**src/rtl/assert_macros.svh**
```systemverilog
// Assertion macros for the RTL that checks its own behavior.
`ifndef ASSERT_MACROS_SVH
`define ASSERT_MACROS_SVH

// Check a condition at every rising clock edge outside reset.
`define JSU_ASSERT(lbl, prop, msg) \
    lbl: assert property (@(posedge i_clk) disable iff (!i_rst_n) (prop)) else $error(msg);

// Check that a condition holds in the cycle after a trigger.
`define JSU_ASSERT_NEXT(lbl, pre, post, msg) \
    lbl: assert property (@(posedge i_clk) disable iff (!i_rst_n) (pre) |=> (post)) \
        else $error(msg);

`endif

```
**src/rtl/jsu_pkg.sv**
```systemverilog
// Shared types, constants and decode functions of the JSON string unescaper.
package jsu_pkg;

    // Parser modes
    typedef enum logic [2:0] {
        MODE_IDLE,
        MODE_STR,
        MODE_ESC,
        MODE_HEX1,
        MODE_SBS,
        MODE_SU,
        MODE_HEX2
    } t_mode;

    // Result kinds
    typedef enum logic [1:0] {
        KIND_BYTE,
        KIND_DONE,
        KIND_ERROR
    } t_kind;

    // Error codes
    typedef enum logic [3:0] {
        ERR_EXPECTED,
        ERR_CONTROL,
        ERR_UNTERM_ESC,
        ERR_BAD_ESC,
        ERR_SHORT_HEX,
        ERR_BAD_HEX,
        ERR_UNPAIRED_HIGH,
        ERR_UNPAIRED_LOW,
        ERR_UNTERM
    } t_err;

    // Characters
    localparam logic [7:0] CH_QUOTE     = 8'h22;
    localparam logic [7:0] CH_BACKSLASH = 8'h5C;
    localparam logic [7:0] CH_SLASH     = 8'h2F;
    localparam logic [7:0] CH_SPACE     = 8'h20;
    localparam logic [7:0] CH_TAB       = 8'h09;
    localparam logic [7:0] CH_CR        = 8'h0D;
    localparam logic [7:0] CH_LOWER_B   = 8'h62;
    localparam logic [7:0] CH_LOWER_F   = 8'h66;
    localparam logic [7:0] CH_LOWER_N   = 8'h6E;
    localparam logic [7:0] CH_LOWER_R   = 8'h72;
    localparam logic [7:0] CH_LOWER_T   = 8'h74;
    localparam logic [7:0] CH_LOWER_U   = 8'h75;
    localparam logic [7:0] CTRL_LIMIT   = 8'h20;

    // Escape replacements
    localparam logic [7:0] BYTE_BS = 8'h08;
    localparam logic [7:0] BYTE_FF = 8'h0C;
    localparam logic [7:0] BYTE_LF = 8'h0A;
    localparam logic [7:0] BYTE_CR = 8'h0D;
    localparam logic [7:0] BYTE_HT = 8'h09;

    // Surrogate ranges and code point limits
    localparam logic [15:0] SUR_HIGH_LO = 16'hD800;
    localparam logic [15:0] SUR_HIGH_HI = 16'hDBFF;
    localparam logic [15:0] SUR_LOW_LO  = 16'hDC00;
    localparam logic [15:0] SUR_LOW_HI  = 16'hDFFF;
    localparam logic [10:0] PLANE_OFF   = 11'h040;   // 0x10000 >> 10
    localparam logic [20:0] UTF8_MAX1   = 21'h00007F;
    localparam logic [20:0] UTF8_MAX2   = 21'h0007FF;
    localparam logic [20:0] UTF8_MAX3   = 21'h00FFFF;
    localparam logic [7:0]  LEAD2       = 8'hC0;
    localparam logic [7:0]  LEAD3       = 8'hE0;
    localparam logic [7:0]  LEAD4       = 8'hF0;
    localparam logic [7:0]  CONT        = 8'h80;

    localparam logic [2:0] HEX_DIGITS = 3'd4;

    // Request queue between parser and serializer
    localparam int QDEPTH = 4;
    localparam int QAW    = $clog2(QDEPTH);
    localparam int QCW    = $clog2(QDEPTH + 1);

    // Results one text byte causes: up to four bytes and a terminal mark
    typedef struct packed {
        logic [2:0]      nbytes;
        logic [3:0][7:0] bytes;
        logic            term;
        t_kind           term_kind;
        t_err            err;
    } t_cmd;

    typedef struct packed {
        logic [2:0]      nbytes;
        logic [3:0][7:0] bytes;
    } t_utf8;

    // Decode one hex digit; bit 4 flags a non-hex character
    function automatic logic [4:0] hex_nibble(input logic [7:0] c);
        logic [7:0] d;
        d = 8'h00;
        if (c >= 8'h30 && c <= 8'h39) begin
            d = c - 8'h30;
            return {1'b0, d[3:0]};
        end else if (c >= 8'h61 && c <= 8'h66) begin
            d = c - 8'h57;
            return {1'b0, d[3:0]};
        end else if (c >= 8'h41 && c <= 8'h46) begin
            d = c - 8'h37;
            return {1'b0, d[3:0]};
        end
        return 5'h10;
    endfunction

    // Encode a code point as UTF-8, first byte in slot zero
    function automatic t_utf8 utf8_encode(input logic [20:0] cp);
        t_utf8 enc;
        enc = '0;
        if (cp <= UTF8_MAX1) begin
            enc.nbytes   = 3'd1;
            enc.bytes[0] = cp[7:0];
        end else if (cp <= UTF8_MAX2) begin
            enc.nbytes   = 3'd2;
            enc.bytes[0] = LEAD2 | {3'b000, cp[10:6]};
            enc.bytes[1] = CONT | {2'b00, cp[5:0]};
        end else if (cp <= UTF8_MAX3) begin
            enc.nbytes   = 3'd3;
            enc.bytes[0] = LEAD3 | {4'b0000, cp[15:12]};
            enc.bytes[1] = CONT | {2'b00, cp[11:6]};
            enc.bytes[2] = CONT | {2'b00, cp[5:0]};
        end else begin
            enc.nbytes   = 3'd4;
            enc.bytes[0] = LEAD4 | {5'b00000, cp[20:18]};
            enc.bytes[1] = CONT | {2'b00, cp[17:12]};
            enc.bytes[2] = CONT | {2'b00, cp[11:6]};
            enc.bytes[3] = CONT | {2'b00, cp[5:0]};
        end
        return enc;
    endfunction

endpackage

```
**src/rtl/jsu_front.sv**
```systemverilog
// Parser front end: accepts text bytes, tracks string state, builds result requests.
module jsu_front (
    input  logic         i_clk,
    input  logic         i_rst_n,
    input  logic         i_valid,
    output logic         o_ready,
    input  logic [7:0]   i_text_byte,
    input  logic         i_text_ends,
    input  logic         i_space,
    output logic         o_push,
    output jsu_pkg::t_cmd o_cmd,
    output logic         o_idle
);
    import jsu_pkg::*;

    t_mode       r_mode, n_mode;
    logic [2:0]  r_hex_count, n_hex_count;
    logic [15:0] r_hex_value, n_hex_value;
    logic        r_hex_bad, n_hex_bad;
    logic [9:0]  r_high_bits, n_high_bits;

    logic        w_accept;
    logic [4:0]  w_nib;
    logic [15:0] w_val;
    logic        w_bad;
    logic [2:0]  w_cnt;
    logic [10:0] w_plane;
    t_utf8       w_enc_bmp;
    t_utf8       w_enc_pair;
    logic        w_idle_ws;
    t_cmd        w_cmd;

    assign o_ready  = i_space;
    assign w_accept = i_valid && i_space;
    assign o_idle   = (r_mode == MODE_IDLE);

    // Shift the next hex digit into the quad
    assign w_nib      = hex_nibble(i_text_byte);
    assign w_val      = {r_hex_value[11:0], w_nib[4] ? 4'h0 : w_nib[3:0]};
    assign w_bad      = r_hex_bad | w_nib[4];
    assign w_cnt      = r_hex_count + 3'd1;
    assign w_plane    = {1'b0, r_high_bits} + PLANE_OFF;
    assign w_enc_bmp  = utf8_encode({5'd0, w_val});
    assign w_enc_pair = utf8_encode({w_plane, w_val[9:0]});

    // Hold state between requests
    always_ff @(posedge i_clk) begin
        if (!i_rst_n) begin
            r_mode      <= MODE_IDLE;
            r_hex_count <= '0;
            r_hex_value <= '0;
            r_hex_bad   <= 1'b0;
            r_high_bits <= '0;
        end else if (w_accept) begin
            r_mode      <= n_mode;
            r_hex_count <= n_hex_count;
            r_hex_value <= n_hex_value;
            r_hex_bad   <= n_hex_bad;
            r_high_bits <= n_high_bits;
        end
    end

    // Decode the byte in the current mode
    always_comb begin
        n_mode      = r_mode;
        n_hex_count = r_hex_count;
        n_hex_value = r_hex_value;
        n_hex_bad   = r_hex_bad;
        n_high_bits = r_high_bits;
        w_idle_ws   = 1'b0;
        w_cmd       = '0;

        unique case (r_mode)
            MODE_STR: begin
                if (i_text_byte == CH_QUOTE) begin
                    w_cmd.term      = 1'b1;
                    w_cmd.term_kind = KIND_DONE;
                    n_mode          = MODE_IDLE;
                end else if (i_text_byte < CTRL_LIMIT) begin
                    w_cmd.term      = 1'b1;
                    w_cmd.term_kind = KIND_ERROR;
                    w_cmd.err       = ERR_CONTROL;
                    n_mode          = MODE_IDLE;
                end else if (i_text_byte == CH_BACKSLASH) begin
                    n_mode = MODE_ESC;
                end else begin
                    w_cmd.nbytes   = 3'd1;
                    w_cmd.bytes[0] = i_text_byte;
                end
            end
            MODE_ESC: begin
                n_mode       = MODE_STR;
                w_cmd.nbytes = 3'd1;
                unique case (i_text_byte) inside
                    CH_QUOTE, CH_BACKSLASH, CH_SLASH: w_cmd.bytes[0] = i_text_byte;
                    CH_LOWER_B: w_cmd.bytes[0] = BYTE_BS;
                    CH_LOWER_F: w_cmd.bytes[0] = BYTE_FF;
                    CH_LOWER_N: w_cmd.bytes[0] = BYTE_LF;
                    CH_LOWER_R: w_cmd.bytes[0] = BYTE_CR;
                    CH_LOWER_T: w_cmd.bytes[0] = BYTE_HT;
                    CH_LOWER_U: begin
                        w_cmd.nbytes = 3'd0;
                        n_mode       = MODE_HEX1;
                        n_hex_count  = '0;
                        n_hex_value  = '0;
                        n_hex_bad    = 1'b0;
                    end
                    default: begin
                        w_cmd.nbytes    = 3'd0;
                        w_cmd.term      = 1'b1;
                        w_cmd.term_kind = KIND_ERROR;
                        w_cmd.err       = ERR_BAD_ESC;
                        n_mode          = MODE_IDLE;
                    end
                endcase
            end
            MODE_HEX1: begin
                n_hex_count = w_cnt;
                n_hex_value = w_val;
                n_hex_bad   = w_bad;
                if (w_cnt == HEX_DIGITS) begin
                    if (w_bad) begin
                        w_cmd.term      = 1'b1;
                        w_cmd.term_kind = KIND_ERROR;
                        w_cmd.err       = ERR_BAD_HEX;
                        n_mode          = MODE_IDLE;
                    end else if (w_val >= SUR_HIGH_LO && w_val <= SUR_HIGH_HI) begin
                        n_high_bits = w_val[9:0];
                        n_mode      = MODE_SBS;
                    end else if (w_val >= SUR_LOW_LO && w_val <= SUR_LOW_HI) begin
                        w_cmd.term      = 1'b1;
                        w_cmd.term_kind = KIND_ERROR;
                        w_cmd.err       = ERR_UNPAIRED_LOW;
                        n_mode          = MODE_IDLE;
                    end else begin
                        w_cmd.nbytes = w_enc_bmp.nbytes;
                        w_cmd.bytes  = w_enc_bmp.bytes;
                        n_mode       = MODE_STR;
                    end
                end
            end
            MODE_SBS: begin
                if (i_text_byte == CH_BACKSLASH) begin
                    n_mode = MODE_SU;
                end else begin
                    w_cmd.term      = 1'b1;
                    w_cmd.term_kind = KIND_ERROR;
                    w_cmd.err       = ERR_UNPAIRED_HIGH;
                    n_mode          = MODE_IDLE;
                end
            end
            MODE_SU: begin
                if (i_text_byte == CH_LOWER_U) begin
                    n_mode      = MODE_HEX2;
                    n_hex_count = '0;
                    n_hex_value = '0;
                    n_hex_bad   = 1'b0;
                end else begin
                    w_cmd.term      = 1'b1;
                    w_cmd.term_kind = KIND_ERROR;
                    w_cmd.err       = ERR_UNPAIRED_HIGH;
                    n_mode          = MODE_IDLE;
                end
            end
            MODE_HEX2: begin
                n_hex_count = w_cnt;
                n_hex_value = w_val;
                n_hex_bad   = w_bad;
                if (w_cnt == HEX_DIGITS) begin
                    if (w_bad || w_val < SUR_LOW_LO || w_val > SUR_LOW_HI) begin
                        w_cmd.term      = 1'b1;
                        w_cmd.term_kind = KIND_ERROR;
                        w_cmd.err       = ERR_UNPAIRED_HIGH;
                        n_mode          = MODE_IDLE;
                    end else begin
                        w_cmd.nbytes = w_enc_pair.nbytes;
                        w_cmd.bytes  = w_enc_pair.bytes;
                        n_mode       = MODE_STR;
                    end
                end
            end
            default: begin
                if (i_text_byte == CH_SPACE ||
                    (i_text_byte >= CH_TAB && i_text_byte <= CH_CR)) begin
                    w_idle_ws = 1'b1;
                end else if (i_text_byte == CH_QUOTE) begin
                    n_mode = MODE_STR;
                end else begin
                    w_cmd.term      = 1'b1;
                    w_cmd.term_kind = KIND_ERROR;
                    w_cmd.err       = ERR_EXPECTED;
                    n_mode          = MODE_IDLE;
                end
            end
        endcase

        // Close out an open string, or flag a missing string, when the text ends
        if (i_text_ends) begin
            if (w_idle_ws) begin
                w_cmd.term      = 1'b1;
                w_cmd.term_kind = KIND_ERROR;
                w_cmd.err       = ERR_EXPECTED;
            end else begin
                unique case (n_mode)
                    MODE_STR: begin
                        w_cmd.term      = 1'b1;
                        w_cmd.term_kind = KIND_ERROR;
                        w_cmd.err       = ERR_UNTERM;
                    end
                    MODE_ESC: begin
                        w_cmd.term      = 1'b1;
                        w_cmd.term_kind = KIND_ERROR;
                        w_cmd.err       = ERR_UNTERM_ESC;
                    end
                    MODE_HEX1: begin
                        w_cmd.term      = 1'b1;
                        w_cmd.term_kind = KIND_ERROR;
                        w_cmd.err       = ERR_SHORT_HEX;
                    end
                    MODE_SBS, MODE_SU, MODE_HEX2: begin
                        w_cmd.term      = 1'b1;
                        w_cmd.term_kind = KIND_ERROR;
                        w_cmd.err       = ERR_UNPAIRED_HIGH;
                    end
                    default: begin
                        w_cmd.term = w_cmd.term;
                    end
                endcase
            end
            n_mode = MODE_IDLE;
        end
    end

    // Queue only requests that produce results
    assign o_push = w_accept && (w_cmd.nbytes != 3'd0 || w_cmd.term);
    assign o_cmd  = w_cmd;

endmodule

```
**src/rtl/jsu_fifo.sv**
```systemverilog
// Short request queue between parser front end and result serializer.
module jsu_fifo (
    input  logic          i_clk,
    input  logic          i_rst_n,
    input  logic          i_push,
    input  jsu_pkg::t_cmd i_cmd,
    output logic          o_space,
    output logic          o_valid,
    output jsu_pkg::t_cmd o_cmd,
    input  logic          i_pop
);
    import jsu_pkg::*;

    localparam logic [QCW-1:0] FULL_COUNT = QCW'(QDEPTH);

    t_cmd           r_mem [QDEPTH];
    logic [QAW-1:0] r_wp;
    logic [QAW-1:0] r_rp;
    logic [QCW-1:0] r_cnt;

    assign o_space = (r_cnt != FULL_COUNT);
    assign o_valid = (r_cnt != '0);
    assign o_cmd   = r_mem[r_rp];

    // Store incoming requests
    always_ff @(posedge i_clk) begin
        if (i_push) begin
            r_mem[r_wp] <= i_cmd;
        end
    end

    // Advance pointers and count
    always_ff @(posedge i_clk) begin
        if (!i_rst_n) begin
            r_wp  <= '0;
            r_rp  <= '0;
            r_cnt <= '0;
        end else begin
            if (i_push) begin
                r_wp <= (r_wp == QAW'(QDEPTH - 1)) ? '0 : r_wp + QAW'(1);
            end
            if (i_pop) begin
                r_rp <= (r_rp == QAW'(QDEPTH - 1)) ? '0 : r_rp + QAW'(1);
            end
            case ({i_push, i_pop})
                2'b10:   r_cnt <= r_cnt + QCW'(1);
                2'b01:   r_cnt <= r_cnt - QCW'(1);
                default: r_cnt <= r_cnt;
            endcase
        end
    end

endmodule

```
**src/rtl/jsu_back.sv**
```systemverilog
// Result serializer: walks each queued request and drives the output register.
module jsu_back (
    input  logic          i_clk,
    input  logic          i_rst_n,
    input  logic          i_cmd_valid,
    input  jsu_pkg::t_cmd i_cmd,
    output logic          o_pop,
    output logic          o_valid,
    input  logic          i_ready,
    output logic [7:0]    o_out_byte,
    output logic [1:0]    o_kind,
    output logic [3:0]    o_err_code,
    output logic          o_last
);
    import jsu_pkg::*;

    logic       r_valid;
    logic [2:0] r_idx;
    logic [7:0] r_byte;
    t_kind      r_kind;
    logic [3:0] r_err;
    logic       r_last;

    logic [2:0] w_total;
    logic       w_is_byte;
    logic       w_last;
    logic       w_load;

    // Pick the next result of the head request
    assign w_total   = i_cmd.nbytes + {2'b00, i_cmd.term};
    assign w_is_byte = (r_idx < i_cmd.nbytes);
    assign w_last    = (r_idx == w_total - 3'd1);
    assign w_load    = i_cmd_valid && (!r_valid || i_ready);
    assign o_pop     = w_load && w_last;

    // Advance through the request and hold the output valid
    always_ff @(posedge i_clk) begin
        if (!i_rst_n) begin
            r_valid <= 1'b0;
            r_idx   <= '0;
        end else if (w_load) begin
            r_valid <= 1'b1;
            r_idx   <= w_last ? 3'd0 : r_idx + 3'd1;
        end else if (i_ready) begin
            r_valid <= 1'b0;
        end
    end

    // Load the output payload
    always_ff @(posedge i_clk) begin
        if (w_load) begin
            r_byte <= w_is_byte ? i_cmd.bytes[r_idx[1:0]] : 8'h00;
            r_kind <= w_is_byte ? KIND_BYTE : i_cmd.term_kind;
            r_err  <= (!w_is_byte && i_cmd.term_kind == KIND_ERROR) ? i_cmd.err : 4'h0;
            r_last <= w_last;
        end
    end

    assign o_valid    = r_valid;
    assign o_out_byte = r_byte;
    assign o_kind     = r_kind;
    assign o_err_code = r_err;
    assign o_last     = r_last;

endmodule

```
**src/rtl/json_string_unescape.sv**
```systemverilog
// An accepted byte's results pass first through the request queue, then the output register.
// Throughput: one text byte per cycle while the queue has space; results leave at one per cycle while i_ready is high.
// A \u escape releases up to four UTF-8 bytes plus a mark, drained from a 4-deep queue.
// Reset (synchronous, active low) empties queue and output and returns the parser to idle.
`include "assert_macros.svh"

// Top level of the JSON string unescaper.
module json_string_unescape (
    input  logic       i_clk,
    input  logic       i_rst_n,
    input  logic       i_valid,
    output logic       o_ready,
    input  logic [7:0] i_text_byte,
    input  logic       i_text_ends,
    output logic       o_valid,
    input  logic       i_ready,
    output logic [7:0] o_out_byte,
    output logic [1:0] o_kind,
    output logic [3:0] o_err_code,
    output logic       o_last
);
    import jsu_pkg::*;

    logic w_space;
    logic w_push;
    t_cmd w_push_cmd;
    logic w_front_idle;
    logic w_head_valid;
    t_cmd w_head_cmd;
    logic w_pop;

    jsu_front u_front (
        .i_clk       (i_clk),
        .i_rst_n     (i_rst_n),
        .i_valid     (i_valid),
        .o_ready     (o_ready),
        .i_text_byte (i_text_byte),
        .i_text_ends (i_text_ends),
        .i_space     (w_space),
        .o_push      (w_push),
        .o_cmd       (w_push_cmd),
        .o_idle      (w_front_idle)
    );

    jsu_fifo u_fifo (
        .i_clk   (i_clk),
        .i_rst_n (i_rst_n),
        .i_push  (w_push),
        .i_cmd   (w_push_cmd),
        .o_space (w_space),
        .o_valid (w_head_valid),
        .o_cmd   (w_head_cmd),
        .i_pop   (w_pop)
    );

    jsu_back u_back (
        .i_clk       (i_clk),
        .i_rst_n     (i_rst_n),
        .i_cmd_valid (w_head_valid),
        .i_cmd       (w_head_cmd),
        .o_pop       (w_pop),
        .o_valid     (o_valid),
        .i_ready     (i_ready),
        .o_out_byte  (o_out_byte),
        .o_kind      (o_kind),
        .o_err_code  (o_err_code),
        .o_last      (o_last)
    );

    // Byte results carry no error code
    `JSU_ASSERT(a_byte_no_err, !(o_valid && o_kind == KIND_BYTE) || o_err_code == 4'h0, "byte with code")
    // A completion or error mark is always the final result of its byte
    `JSU_ASSERT(a_mark_last, !(o_valid && o_kind != KIND_BYTE) || (o_last && o_out_byte == 8'h00), "bad mark")
    // The text ending always leaves the parser idle
    `JSU_ASSERT_NEXT(a_ends_idle, i_valid && o_ready && i_text_ends, w_front_idle, "parser not idle")

endmodule
```
**config.mk**
```make
export PLATFORM = sky130hd
export DESIGN_NAME = json_string_unescape
export DESIGN_NICKNAME = d
export VERILOG_FILES = /design/src/rtl/jsu_pkg.sv /design/src/rtl/jsu_front.sv /design/src/rtl/jsu_fifo.sv /design/src/rtl/jsu_back.sv /design/src/rtl/json_string_unescape.sv
export VERILOG_INCLUDE_DIRS = /design/src /design/src/rtl
export SDC_FILE = /design/constraint.sdc
export NUM_CORES = 1
export LEC_CHECK = 0
export CORE_MARGIN = 2
export CORE_UTILIZATION = 30
export CTS_CLUSTER_DIAMETER = 30
export DETAILED_ROUTE_END_ITERATION = 10
export DONT_BUFFER_PORTS = 1
export GPL_TIMING_DRIVEN = 0
export PLACE_DENSITY = 0.42
export SYNTH_ARGS = -nofsm -noshare
export SYNTH_HDL_FRONTEND = slang
export SYNTH_SLANG_ARGS = --single-unit
```
**constraint.sdc**
```tcl
create_clock -name i_clk -period 4.7 [get_ports i_clk]
set_input_delay 0.94 -clock i_clk [delete_from_list [all_inputs] [get_ports i_clk]]
set_output_delay 0.94 -clock i_clk [all_outputs]
set_load 0.1 [all_outputs]
```
== Word-level counts from Yosys, hierarchy flattened ==
Memory sizes are Yosys's and may differ from the RTL's. A register that Yosys moved wholly into a read port is not among the register bits.
Index checks and enable logic that the tools add are counted.
Cells by class
  eq/ne operators: 31
  multiplexer cells: 97
  bitwise operators: 2
  $add $sub $neg: 12
  $lt $le $gt $ge: 22
  reductions and logical operators: 33
Operator list (count)
  24-bit 2-to-1 mux: 5
  42-bit 2-to-1 mux: 2
  16-bit 2-to-1 mux: 5
  7-bit 2-to-1 mux: 11
  35-bit 2-to-1 mux: 2
  8-bit 2-to-1 mux: 8
  8-bit by 7-bit equality test with 1-bit output (second input constant): 7
  3-bit 2-to-1 mux: 18
  24-bit case mux with 2 select lines: 1
  8-bit case mux with 6 select lines: 1
  7-bit case mux with 6 select lines: 1
  41-bit 2-to-1 mux: 1
  34-bit 2-to-1 mux: 1
  16-bit >= comparator (second input constant): 2
  16-bit <= comparator (second input constant): 2
  8-bit case mux with 4 select lines: 1
  8-bit by 6-bit equality test with 1-bit output (second input constant): 3
  12-bit case mux with 2 select lines: 1
  6-bit case mux with 4 select lines: 1
  22-bit 2-to-1 mux: 1
  3-bit equality test (second input constant): 7
  21-bit by 11-bit <= comparator with 1-bit output (second input constant): 1
  21-bit by 16-bit <= comparator with 1-bit output (second input constant): 1
  21-bit by 7-bit <= comparator with 1-bit output (second input constant): 1
  52 further kinds: 113
Word-level totals
  register bits after elaboration: 55
  RAM bits: 168
  bits of input ports: 13
  memories: 1
  output and inout bits: 17
  logic and storage cells: 212
Memories
  u_fifo.r_mem: words 4, bits a word 42, read ports 1, clocked after Yosys merged registers in 1, wr ports 1, line jsu_fifo.sv:16  | t_cmd r_mem [QDEPTH];

== Longest topological paths before layout ==
Gate-level depths: netlist of the first run.
  word-level depth: 25
  depth in mapped cells: 18
  gate-level depth less buffers: 16

== By module ==
From an unflattened synthesis of the first run, not the netlist that was laid out.
Second synthesis, totals
  cells, all modules: 828
  area total of the unflattened synthesis: 11065.6 sq um
Modules (own cells, without submodules)
  jsu_fifo: cells an instance 267, area an instance 6577.6 sq um, instances 1, sequential area each 5225.0 sq um
  jsu_front: cells an instance 482, area an instance 3410.8 sq um, instances 1, sequential area each 580.6 sq um
  jsu_back: cells an instance 79, area an instance 1077.3 sq um, instances 1, sequential area each 530.5 sq um

== Worst setup path after synthesis of the first run ==
Ideal clock, no wire load.
  kind: in2reg
  start point: in i_text_byte[1]
  end point: mem u_fifo.r_mem[3][0] (netlist bit), enable pin
  arrival: 4134 ps
  path buffers: 1
  required time: 4300 ps
  path slack: 165 ps
  setup time: 400 ps
  stages: 11
  cells stage by stage: clkbuf_1 -> inv_1 -> ha_1 -> or3b_2 -> nand3_1 -> a21oi_1 -> and3_1 -> o21ai_0 -> a311oi_1 -> a21oi_1 -> and2_1
On the way
  cells in the longest elaborated chain, start to end: 23
  elaborated cells between the ends (all ways): 112
  classes of those cells: 3 x add/sub; 20 x order compare; 16 x eq/ne; 57 x mux; 1 x bitwise; 15 x reduce/logical
Ends and longest elaborated chain
  from (decl): line json_string_unescape.sv:13  | input logic [7:0] i_text_byte,
  8-bit by 7-bit >= comparator with 1-bit output / 8-bit by 7-bit <= comparator with 1-bit output (equally long branches): line jsu_pkg.sv:102  | end else if (c >= 8'h41 && c <= 8'h46) begin
  1-bit logical AND: line jsu_pkg.sv:102
  1-bit 2-to-1 mux: line jsu_pkg.sv:102
  1-bit 2-to-1 mux: line jsu_pkg.sv:99  | end else if (c >= 8'h61 && c <= 8'h66) begin
  1-bit 2-to-1 mux: line jsu_pkg.sv:96  | if (c >= 8'h30 && c <= 8'h39) begin
  5-bit 2-to-1 mux: line jsu_pkg.sv:106  | return 5'h10;
  4-bit 2-to-1 mux: line jsu_front.sv:39  | assign w_val = {r_hex_value[11:0], w_nib[4] ? 4'h0 : w_nib[3:0]};
  16-bit >= comparator / 16-bit <= comparator (equally long branches): line jsu_front.sv:130  | end else if (w_val >= SUR_LOW_LO && w_val <= SUR_LOW_HI) begin
  [... 7 more ...]
  6-bit OR reduction (no source line)
  1-bit 2-to-1 mux: line jsu_front.sv:204  | unique case (n_mode)
  7-bit 2-to-1 mux: line jsu_front.sv:199  | if (w_idle_ws) begin
  7-bit 2-to-1 mux: line jsu_front.sv:198  | if (i_text_ends) begin
  1-bit logical OR *: line jsu_front.sv:235  | assign o_push = w_accept && (w_cmd.nbytes != 3'd0 || w_cmd.term);
  1-bit logical AND *: line jsu_front.sv:235
  1-bit 2-to-1 mux *: line jsu_fifo.sv:27  | if (i_push) begin
  1-bit 2-to-1 mux (implied by the code) *: line jsu_fifo.sv:28  | r_mem[r_wp] <= i_cmd;
  to (decl): line jsu_fifo.sv:16
Mark *: on every way between the ends. The rest lies on a longest branch, timed or not. The select of a mux whose other input is x is not followed.

== Worst setup path after layout of the first run ==
  start point: in i_text_byte[0]
  end point: reg u_fifo.r_cnt[2]
On the way
  cells in the longest elaborated chain, start to end: 23
  elaborated cells between the ends (all ways): 114
  classes of those cells: 3 x add/sub; 20 x order compare; 18 x eq/ne; 56 x mux; 1 x bitwise; 16 x reduce/logical
Ends and longest elaborated chain
  8-bit by 7-bit >= comparator with 1-bit output / 8-bit by 7-bit <= comparator with 1-bit output (equally long branches): line jsu_pkg.sv:102
  1-bit logical AND: line jsu_pkg.sv:102
  1-bit 2-to-1 mux: line jsu_pkg.sv:102
  1-bit 2-to-1 mux: line jsu_pkg.sv:99
  1-bit 2-to-1 mux: line jsu_pkg.sv:96
  5-bit 2-to-1 mux: line jsu_pkg.sv:106
  4-bit 2-to-1 mux: line jsu_front.sv:39
  16-bit >= comparator / 16-bit <= comparator (equally long branches): line jsu_front.sv:130
  [... 7 more ...]
  6-bit OR reduction (no source line)
  1-bit 2-to-1 mux: line jsu_front.sv:204
  7-bit 2-to-1 mux: line jsu_front.sv:199
  7-bit 2-to-1 mux: line jsu_front.sv:198
  1-bit logical OR *: line jsu_front.sv:235
  1-bit logical AND *: line jsu_front.sv:235
  2-bit by 1-bit equality test with 1-bit output / 2-bit equality test (equally long branches): line jsu_fifo.sv:45  | case ({i_push, i_pop})
  3-bit case mux with 2 select lines / 2-bit nonzero test (equally long branches)
  to (signal assigned): line jsu_fifo.sv:46  | 2'b10: r_cnt <= r_cnt + QCW'(1);
  to (signal assigned): line jsu_fifo.sv:47  | 2'b01: r_cnt <= r_cnt - QCW'(1);
  to (signal assigned): line jsu_fifo.sv:48  | default: r_cnt <= r_cnt;
  to (decl): line jsu_fifo.sv:19  | logic [QCW-1:0] r_cnt;
Marks and branches as above.
A chain may end at the register's enable or synchronous reset.

==> metrics.yaml, run 1 <==
global_route:
  grt_overflow: 0
  grt_pass1_wl_mm: 44.6
  grt_util_all_layers_pct: 16.5
  first_global_vias: 7097
  antenna_found_initial: 0
  grt_max_degree: 31
logic_synthesis:
  syn_area_per_cell_sq_um: 13.1
  synth_edf_count: 171
  ys_seq_elements: 213
  netlist_area_sq_um: 10400
  postSynthCellCount: 793
  syn-num-nets: 826
  async_flop_share_pct: 0
  ys_seq_area_share_pct: 57.3
  yosysWarnings: 0
  synth_cell_types: 83
  synth_ff_type: "edfxtp_1"
setup_path:
  rr_endpoint: "u_fifo.r_cnt[2]$_SDFFE_PN0P_"
  crit_top_cell: "inv_1"
  cp_top_family: "compound AO/OA/AOI/OAI gates"
  cpPeakStageDelay_ns: 0.47
  reg2reg_slack_ns: 0.43
  end_kind: "flop"
  path_cells: "clkbuf_2 -> inv_1 -> ha_1 -> or3b_2 -> nand3_1 -> a21oi_2 -> a21oi_1 -> o211ai_1 -> a311oi_2 -> a21oi_2 -> inv_1 -> ha_1 -> inv_1 -> fa_1 -> xor2_1 -> or3_1 -> a21boi_0"
  path_buf_inv: 4
  critPathLaunch: "i_text_byte[0]"
  critPathLaunchType: "input pin"
  arrival_ns: 4.82
  slowest_stage: "or3b_2"
  crit_type: "in2reg"
  r2r_cells: 16
  cp_max_fo: 9
  crit_required_ns: 5.18
drt:
  avgViaCountPerCell: 5.13
  drc: 0
  ant_nets: 0
  drt-met1-wl_mm: 13.8
  top_layer_used: "met4"
  via_count: 6929
  drt_first_pass_iters: 5
  drt_iter0_drc: 552
  met2_length_mm: 13.7
  dr_wl_met3_mm: 1.14
  post_drt_wl_per_cell_um: 21.8
  routed_wl_mm: 29.4
power:
  p_leak_nw: 4.51
  p_per_area_nw_per_um2: 583
  max-vdd-ir-drop_uv: 351
placed_design:
  place_ws_ns: -1.04
  port_buffers: 0
  dp_hpwl_mm: 20.2
  gp_congestion: 0.852
clock_network:
  clockBufferDepth: 3
  clk_latency_ns: 0.56
  clkTransAtPathRegs_ns: 0.04
  cts_made_buffers: 53
  cts_tree: "done"
  post_cts.repair.setup_buffers: 0
  cts_hold_buf: 0
  cts_htree_levels: 2
  cts_root_buf: "clkbuf_16"
  clkSinkCount: 213
timing:
  holdWs_ns: 0.494
  fmax_ghz: 0.230
  fin_ws_ns: 0.355
  timing.final.crit_period_ns: 4.34
  period_share_pct: 92.4
  final_max_slew_viol_count: 0
  fin_skew_ns: 0.0257
  finalSetupTns_ns: 0
  rsz0062_at_grt: "false"
  max_slew_margin_pct: 21.1
  worst_pin_slew_ns: 1.18
  setup_viol: 0
  hold_viol_final: 0
floorplanning:
  core_sq_um: 34400
  die-area_sq_um: 36300
  die_h_um: 190
  initial_core_util_pct: 30.3
  rows: 68
  io_pins: 30
  die_w_um: 190
finish:
  multi_input_area_sq_um: 4200
  fin_util_pct: 37.8
  diodes: 0
  final-seq-area_sq_um: 5980
  drive_gt1_share_pct: 20.0
  n_fill_cell: 3378
  area_growth_syn_to_layout_pct: 24.7
  layout.nets: 885
job:
  drv_cap: 0
min_path:
  worstHoldStart: "u_fifo.r_rp[1]$_SDFFE_PN0P_"
  hold_class: "reg2reg"
  whs_path_depth: 2
run_status:
  status: "complete, no violations"
cell families (layout without fill, tap and decap cells):
| logic type | Yosys count | count (layout) | share of synthesized area [%] |
|---|---|---|---|
| AND/OR/NAND/NOR | 260 | 260 | 13.8 |
| buffers and inverters | 69 | 171 | 2.71 |
| flip-flops | 213 | 213 | 57.3 |
| adder cells (fa/ha/maj) | 20 | 20 | 2.47 |
| multiplexers | 60 | 60 | 11.4 |
| AO/OA/AOI/OAI | 163 | 163 | 11.7 |
| XOR/XNOR | 8 | 8 | 0.672 |
how the worst max path moves through the flow:
stage                                          to  slack [ns]  cells past startpoint
floorplan            u_fifo.r_mem[3][0]$_DFFE_PP_        0.17                     11
global placement    u_fifo.r_mem[0][36]$_DFFE_PP_       -1.90                     11
detailed placement   u_fifo.r_cnt[2]$_SDFFE_PN0P_       -1.04                     16
CTS                  u_fifo.r_cnt[2]$_SDFFE_PN0P_        0.01                     16
global route         u_fifo.r_cnt[2]$_SDFFE_PN0P_        0.02                     16
finish               u_fifo.r_cnt[2]$_SDFFE_PN0P_        0.36                     17
worst reg2reg max path, stage by stage (launching register included):
cell	delay [ns]
dfxtp_1	0.41
clkbuf_4	0.33
buf_4	0.32
mux4_2	0.54
inv_1	0.16
ha_1	0.18
ha_1	0.23
xnor2_1	0.16
nor3_4	0.33
nand2_1	0.15
inv_1	0.15
ha_1	0.19
inv_1	0.06
fa_1	0.37
xor2_1	0.16
or3_1	0.30
a21boi_0	0.15
state kept, by name, summed over array words and instances (netlist names), named ones only:
| name | flops |
|---|---|
| u_back.o_err_code | 4 |
| u_back.o_kind | 2 |
| u_back.o_last | 1 |
| u_back.o_out_byte | 8 |
| u_back.o_valid | 1 |
| u_back.r_idx | 3 |
| u_fifo.r_cnt | 3 |
| u_fifo.r_mem | 156 |
| u_fifo.r_rp | 2 |
| u_fifo.r_wp | 2 |
| u_front.r_hex_bad | 1 |
| u_front.r_hex_count | 3 |
| u_front.r_hex_value | 12 |
| u_front.r_high_bits | 10 |
| u_front.r_mode | 3 |
per-layer routing:
layer	vias up	track usage, %
li1	3223	-
met1	3515	22.6
met2	140	26.4
met3	51	3.17
met4	0	5.61
met5	-	0
layout by cell type (no fill, tap or decap), types with 20 or more instances in the layout:
| cell type | count |
|---|---|
| a21oi_1 | 21 |
| and2_1 | 20 |
| clkbuf_1 | 33 |
| clkbuf_16 | 55 |
| dfxtp_1 | 42 |
| edfxtp_1 | 171 |
| inv_1 | 24 |
| mux4_2 | 46 |
| nand2_1 | 46 |
| nand3_1 | 23 |
| nor2_1 | 44 |
| nor2b_1 | 32 |
| o21ai_0 | 27 |
cell type report:
| cell class | count | area share, % |
|---|---|---|
| Buffer | 43 | 1.52 |
| Clock buffer | 64 | 11.1 |
| Clock inverter | 34 | 3.40 |
| Inverter | 25 | 0.722 |
| Multi-Input combinational cell | 511 | 32.3 |
| Sequential cell | 213 | 46.0 |
| Tap cell | 455 | 4.38 |
| Timing Repair Buffer | 5 | 0.655 |
cells in the mapped netlist (19+ instances only):
master    number  area, sq um
nor2_1        44          165
dfxtp_1       42          841
inv_1         24         90.1
o21ai_0       27          135
and2_1        24          150
a21oi_1       23          115
clkbuf_1      32          120
edfxtp_1     171         5130
nand2_1       46          173
mux4_2        46         1040
nand3_1       23          115
nor3_1        19         95.1
ha_1          19          238
nor2b_1       32          200
timing repair:
item / in CTS / in global routing
gates cloned: 0 / 0
resized for setup: 12 / 8
endpoints found under the setup margin: 94 / 124
pin swaps: 0 / 1
power breakdown:
part	internal, mW	leakage [nW]	switching, mW
clock	2.69	0.920	1.07
combinational	0.393	1.63	0.528
sequential	2.30	1.96	0.586
total	5.38	4.51	2.19
metrics by stage:
| stage | area (sq um) | total power [mW] | cells |
|---|---|---|---|
| floorplan | 10400 | 3.54 | 793 |
| global placement | 11000 | 3.85 | 1248 |
| detailed placement | 11100 | 3.87 | 1252 |
| CTS | 13000 | 7.68 | 1350 |
| global route | 13000 | 7.86 | 1350 |
| finish | 13000 | 7.57 | 1350 |
Power figures use the tool's default switching activity.
==> run 2: changes to the inputs <==
--- a/config.mk
+++ b/config.mk
@@ -6,6 +6,7 @@
 export SDC_FILE = /design/constraint.sdc
 export NUM_CORES = 1
 export LEC_CHECK = 0
+export ABC_AREA = 1
 export CORE_MARGIN = 2
 export CORE_UTILIZATION = 30
 export CTS_CLUSTER_DIAMETER = 30
==> metrics.yaml, run 2 <==
logic_synthesis:
  synth_top_family_by_area: "simple AND/OR/NAND/NOR gates"
  postSynthCellCount: 1120  # +41%
  syn_area_per_cell_sq_um: 9.42  # -28%
  synth_compound_area_share_pct: 14.2  # +2.5 points
  async_flop_share_pct: 0  # unchanged
  synth_cell_types: 57  # -31%
  synth_ff_type: "edfxtp_1"
  synth_xor_area_share_pct: 0.581  # -0.091 points
  synth.top_cell.area_share_pct: 48.7  # -0.58 points
  netlist_area_sq_um: 10500  # +1.2%
  yosysWarnings: 0  # unchanged
  synth.top_cells.by_count: "edfxtp_1, nand2_1, nor2_1"
  synthAdderAreaFrac_pct: 2.44  # -0.029 points
  muxShareOfSynthArea_pct: 0  # -11 points
  synth_top_cell_by_area: "edfxtp_1"
  ys_seq_elements: 213  # unchanged
  synth_most_common_cell: "edfxtp_1"
  synth.area.top_cells: "edfxtp_1, dfxtp_1, nand2_1, nor2_1, o21ai_0"
  ys_seq_area_share_pct: 56.6  # -0.68 points
  synth-simple-area-share_pct: 20.2  # +6.5 points
  synth_edf_count: 171  # unchanged
  syn-num-nets: 1153  # +40%
clock_network:
  cts_htree_levels: 2  # unchanged
  cts_root_buf: "clkbuf_16"
  cts_made_buffers: 57  # +7.5%
  cts_hold_buf: 0  # unchanged
  post_cts.repair.setup_buffers: 0  # unchanged
  clkSinkCount: 213  # unchanged
  cts_tree: "done"
  clockBufferDepth: 3  # unchanged
  clk_latency_ns: 0.59  # +0.03 ns
  clkTransAtPathRegs_ns: 0.04  # about the same
finish:
  area_growth_syn_to_layout_pct: 25.4
  top_regs: "u_fifo.r_mem (156), u_front.r_hex_value (12), u_front.r_high_bits (10)"
  drive_gt1_share_pct: 13.3  # -6.7 points
  largest_reg_flops: 156  # unchanged
  diodes: 0  # unchanged
  fin_util_pct: 38.3  # +0.48 points
  n_fill_cell: 3551  # +5.1%
  layout.nets: 1216  # +37%
  final_common_cell: "edfxtp_1"
  final_cell_mix: "edfxtp_1, nand2_1, nor2_1"
  top_register: "u_fifo.r_mem"
power:
  p_per_area_nw_per_um2: 641  # +10%
  p_leak_nw: 4.84  # +7.4%
  finalPower_mw: 8.47  # +12%
  max-vdd-ir-drop_uv: 476  # +36%
timing:
  hold_viol_final: 0  # unchanged
  max_slew_margin_pct: 29.1  # +8.0 points
  final_max_slew_viol_count: 0  # unchanged
  timing.final.crit_period_ns: 4.09  # -0.255 ns
  fin_skew_ns: 0.0297  # +0.00405 ns
  fmax_ghz: 0.245  # +6.2%
  fin_ws_ns: 0.611  # +0.255 ns
  rsz0062_at_grt: "false"
  period_share_pct: 87.0  # -5.4 points
  setup_viol: 0  # unchanged
  finalSetupTns_ns: 0  # unchanged
  worst_pin_slew_ns: 1.06  # -0.120 ns
floorplanning:
  die-area_sq_um: 36700  # +1.2%
  io_pins: 30  # unchanged
  die_h_um: 192  # +0.59%
  rows: 68  # unchanged
  core_sq_um: 34500  # +0.49%
  die_w_um: 192  # +0.59%
  initial_core_util_pct: 30.5  # +0.21 points
drt:
  drt_first_pass_iters: 8  # +3
  drt_iter0_drc: 524  # -5.1%
  drc: 0  # unchanged
  routed_wl_mm: 32.6  # +11%
  via_count: 8449  # +22%
  ant_nets: 0  # unchanged
  avgViaCountPerCell: 5.01  # -2.3%
  post_drt_wl_per_cell_um: 19.4  # -11%
global_route:
  grt_max_degree: 22  # -29%
  grt_overflow: 0  # unchanged
  first_global_vias: 8406  # +18%
  antenna_found_initial: 0  # unchanged
  grt_pass1_wl_mm: 50.3  # +13%
  grt_util_all_layers_pct: 18.3  # +1.8 points
setup_path:
  arrival_ns: 4.54  # -0.28 ns
  end_kind: "flop"
  crit_type: "reg2reg"
  crit_required_ns: 5.15  # -0.03 ns
  critPathLaunchType: "flop"
  cp_max_fo: 10  # +1
placed_design:
  place_ws_ns: 0.0949  # +1.14 ns
  port_buffers: 0  # unchanged
  dp_hpwl_mm: 23.4  # +16%
  gp_congestion: 0.916  # +7.5%
run_status:
  status: "complete, no violations"
job:
  drv_cap: 0  # unchanged
min_path:
  hold_class: "reg2reg"
run 2: critical path, stage by stage (launching register included):
cell and delay (ns):
dfxtp_1 0.61, inv_1 0.29, clkbuf_1 0.34, a32o_1 0.40, ha_1 0.32, or2_2 0.29, a21oi_1 0.12, nand2_1 0.10
nor2_1 0.35, ha_1 0.22, inv_1 0.07, fa_1 0.37, a21oi_1 0.14, o21ai_0 0.11, o21ai_0 0.16, a21oi_1 0.05
run 2: cell families after synthesis:
logic type / after synthesis
xor gates and xnor gates: 7
DFF: 213
and+or+nand+nor: 466
adders and majority gates: 20
AOI/OAI and AO/OA: 254
buffers and inverters: 160
run 2: metal layers:
metal  routed length (um)  global-route usage [%]
met1                15500                    24.8
met2                15100                    29.5
met3                 1350                    3.40
met4                  733                    5.98
met5                    0                       0
run 2: final cells by class:
cell class / count / area (sq um) / share of cell area [%]
Clock buffer: 62 / 1450 / 10.9
Tap cell: 455 / 569 / 4.30
Clock inverter: 44 / 513 / 3.88
Buffer: 42 / 180 / 1.36
Sequential cell: 213 / 5980 / 45.2
Multi-Input combinational cell: 747 / 3990 / 30.1
Timing Repair Buffer: 6 / 119 / 0.899
Inverter: 116 / 439 / 3.32
run 2: path summary, 6_finish.rpt:
path                           startpoint                            to  slack [ns]  cells after the start
max                                  flop  u_fifo.r_cnt[2]$_SDFFE_PN0P_        0.61                     15
min          u_fifo.r_cnt[0]$_SDFFE_PN0P_  u_fifo.r_cnt[0]$_SDFFE_PN0P_        0.45                      1
max reg2reg                          flop  u_fifo.r_cnt[2]$_SDFFE_PN0P_        0.61                     15
min reg2reg  u_fifo.r_cnt[0]$_SDFFE_PN0P_  u_fifo.r_cnt[0]$_SDFFE_PN0P_        0.45                      1
run 2: power breakdown:
group	internal (mW)	switching, mW	total [mW]
combinational	0.477	1.19	1.66
sequential	2.33	0.595	2.92
clock	2.74	1.15	3.89
total	5.54	2.94	8.47
run 2: repair_timing:
action / in CTS / in global routing
endpoints found under the setup margin: 0 / 1
endpoints found under the hold margin: 0 / 0
gates resized for setup: 0 / 6
run 2: metrics by stage:
stage          cell area [sq um]  cells  hold slack [ns]
2_1_floorplan              10500   1120            0.422
3_3_place_gp               11100   1575            0.439
3_5_place_dp               11300   1581            0.443
4_1_cts                    13200   1687            0.450
5_1_grt                    13200   1685            0.486
6_report                   13200   1685            0.448
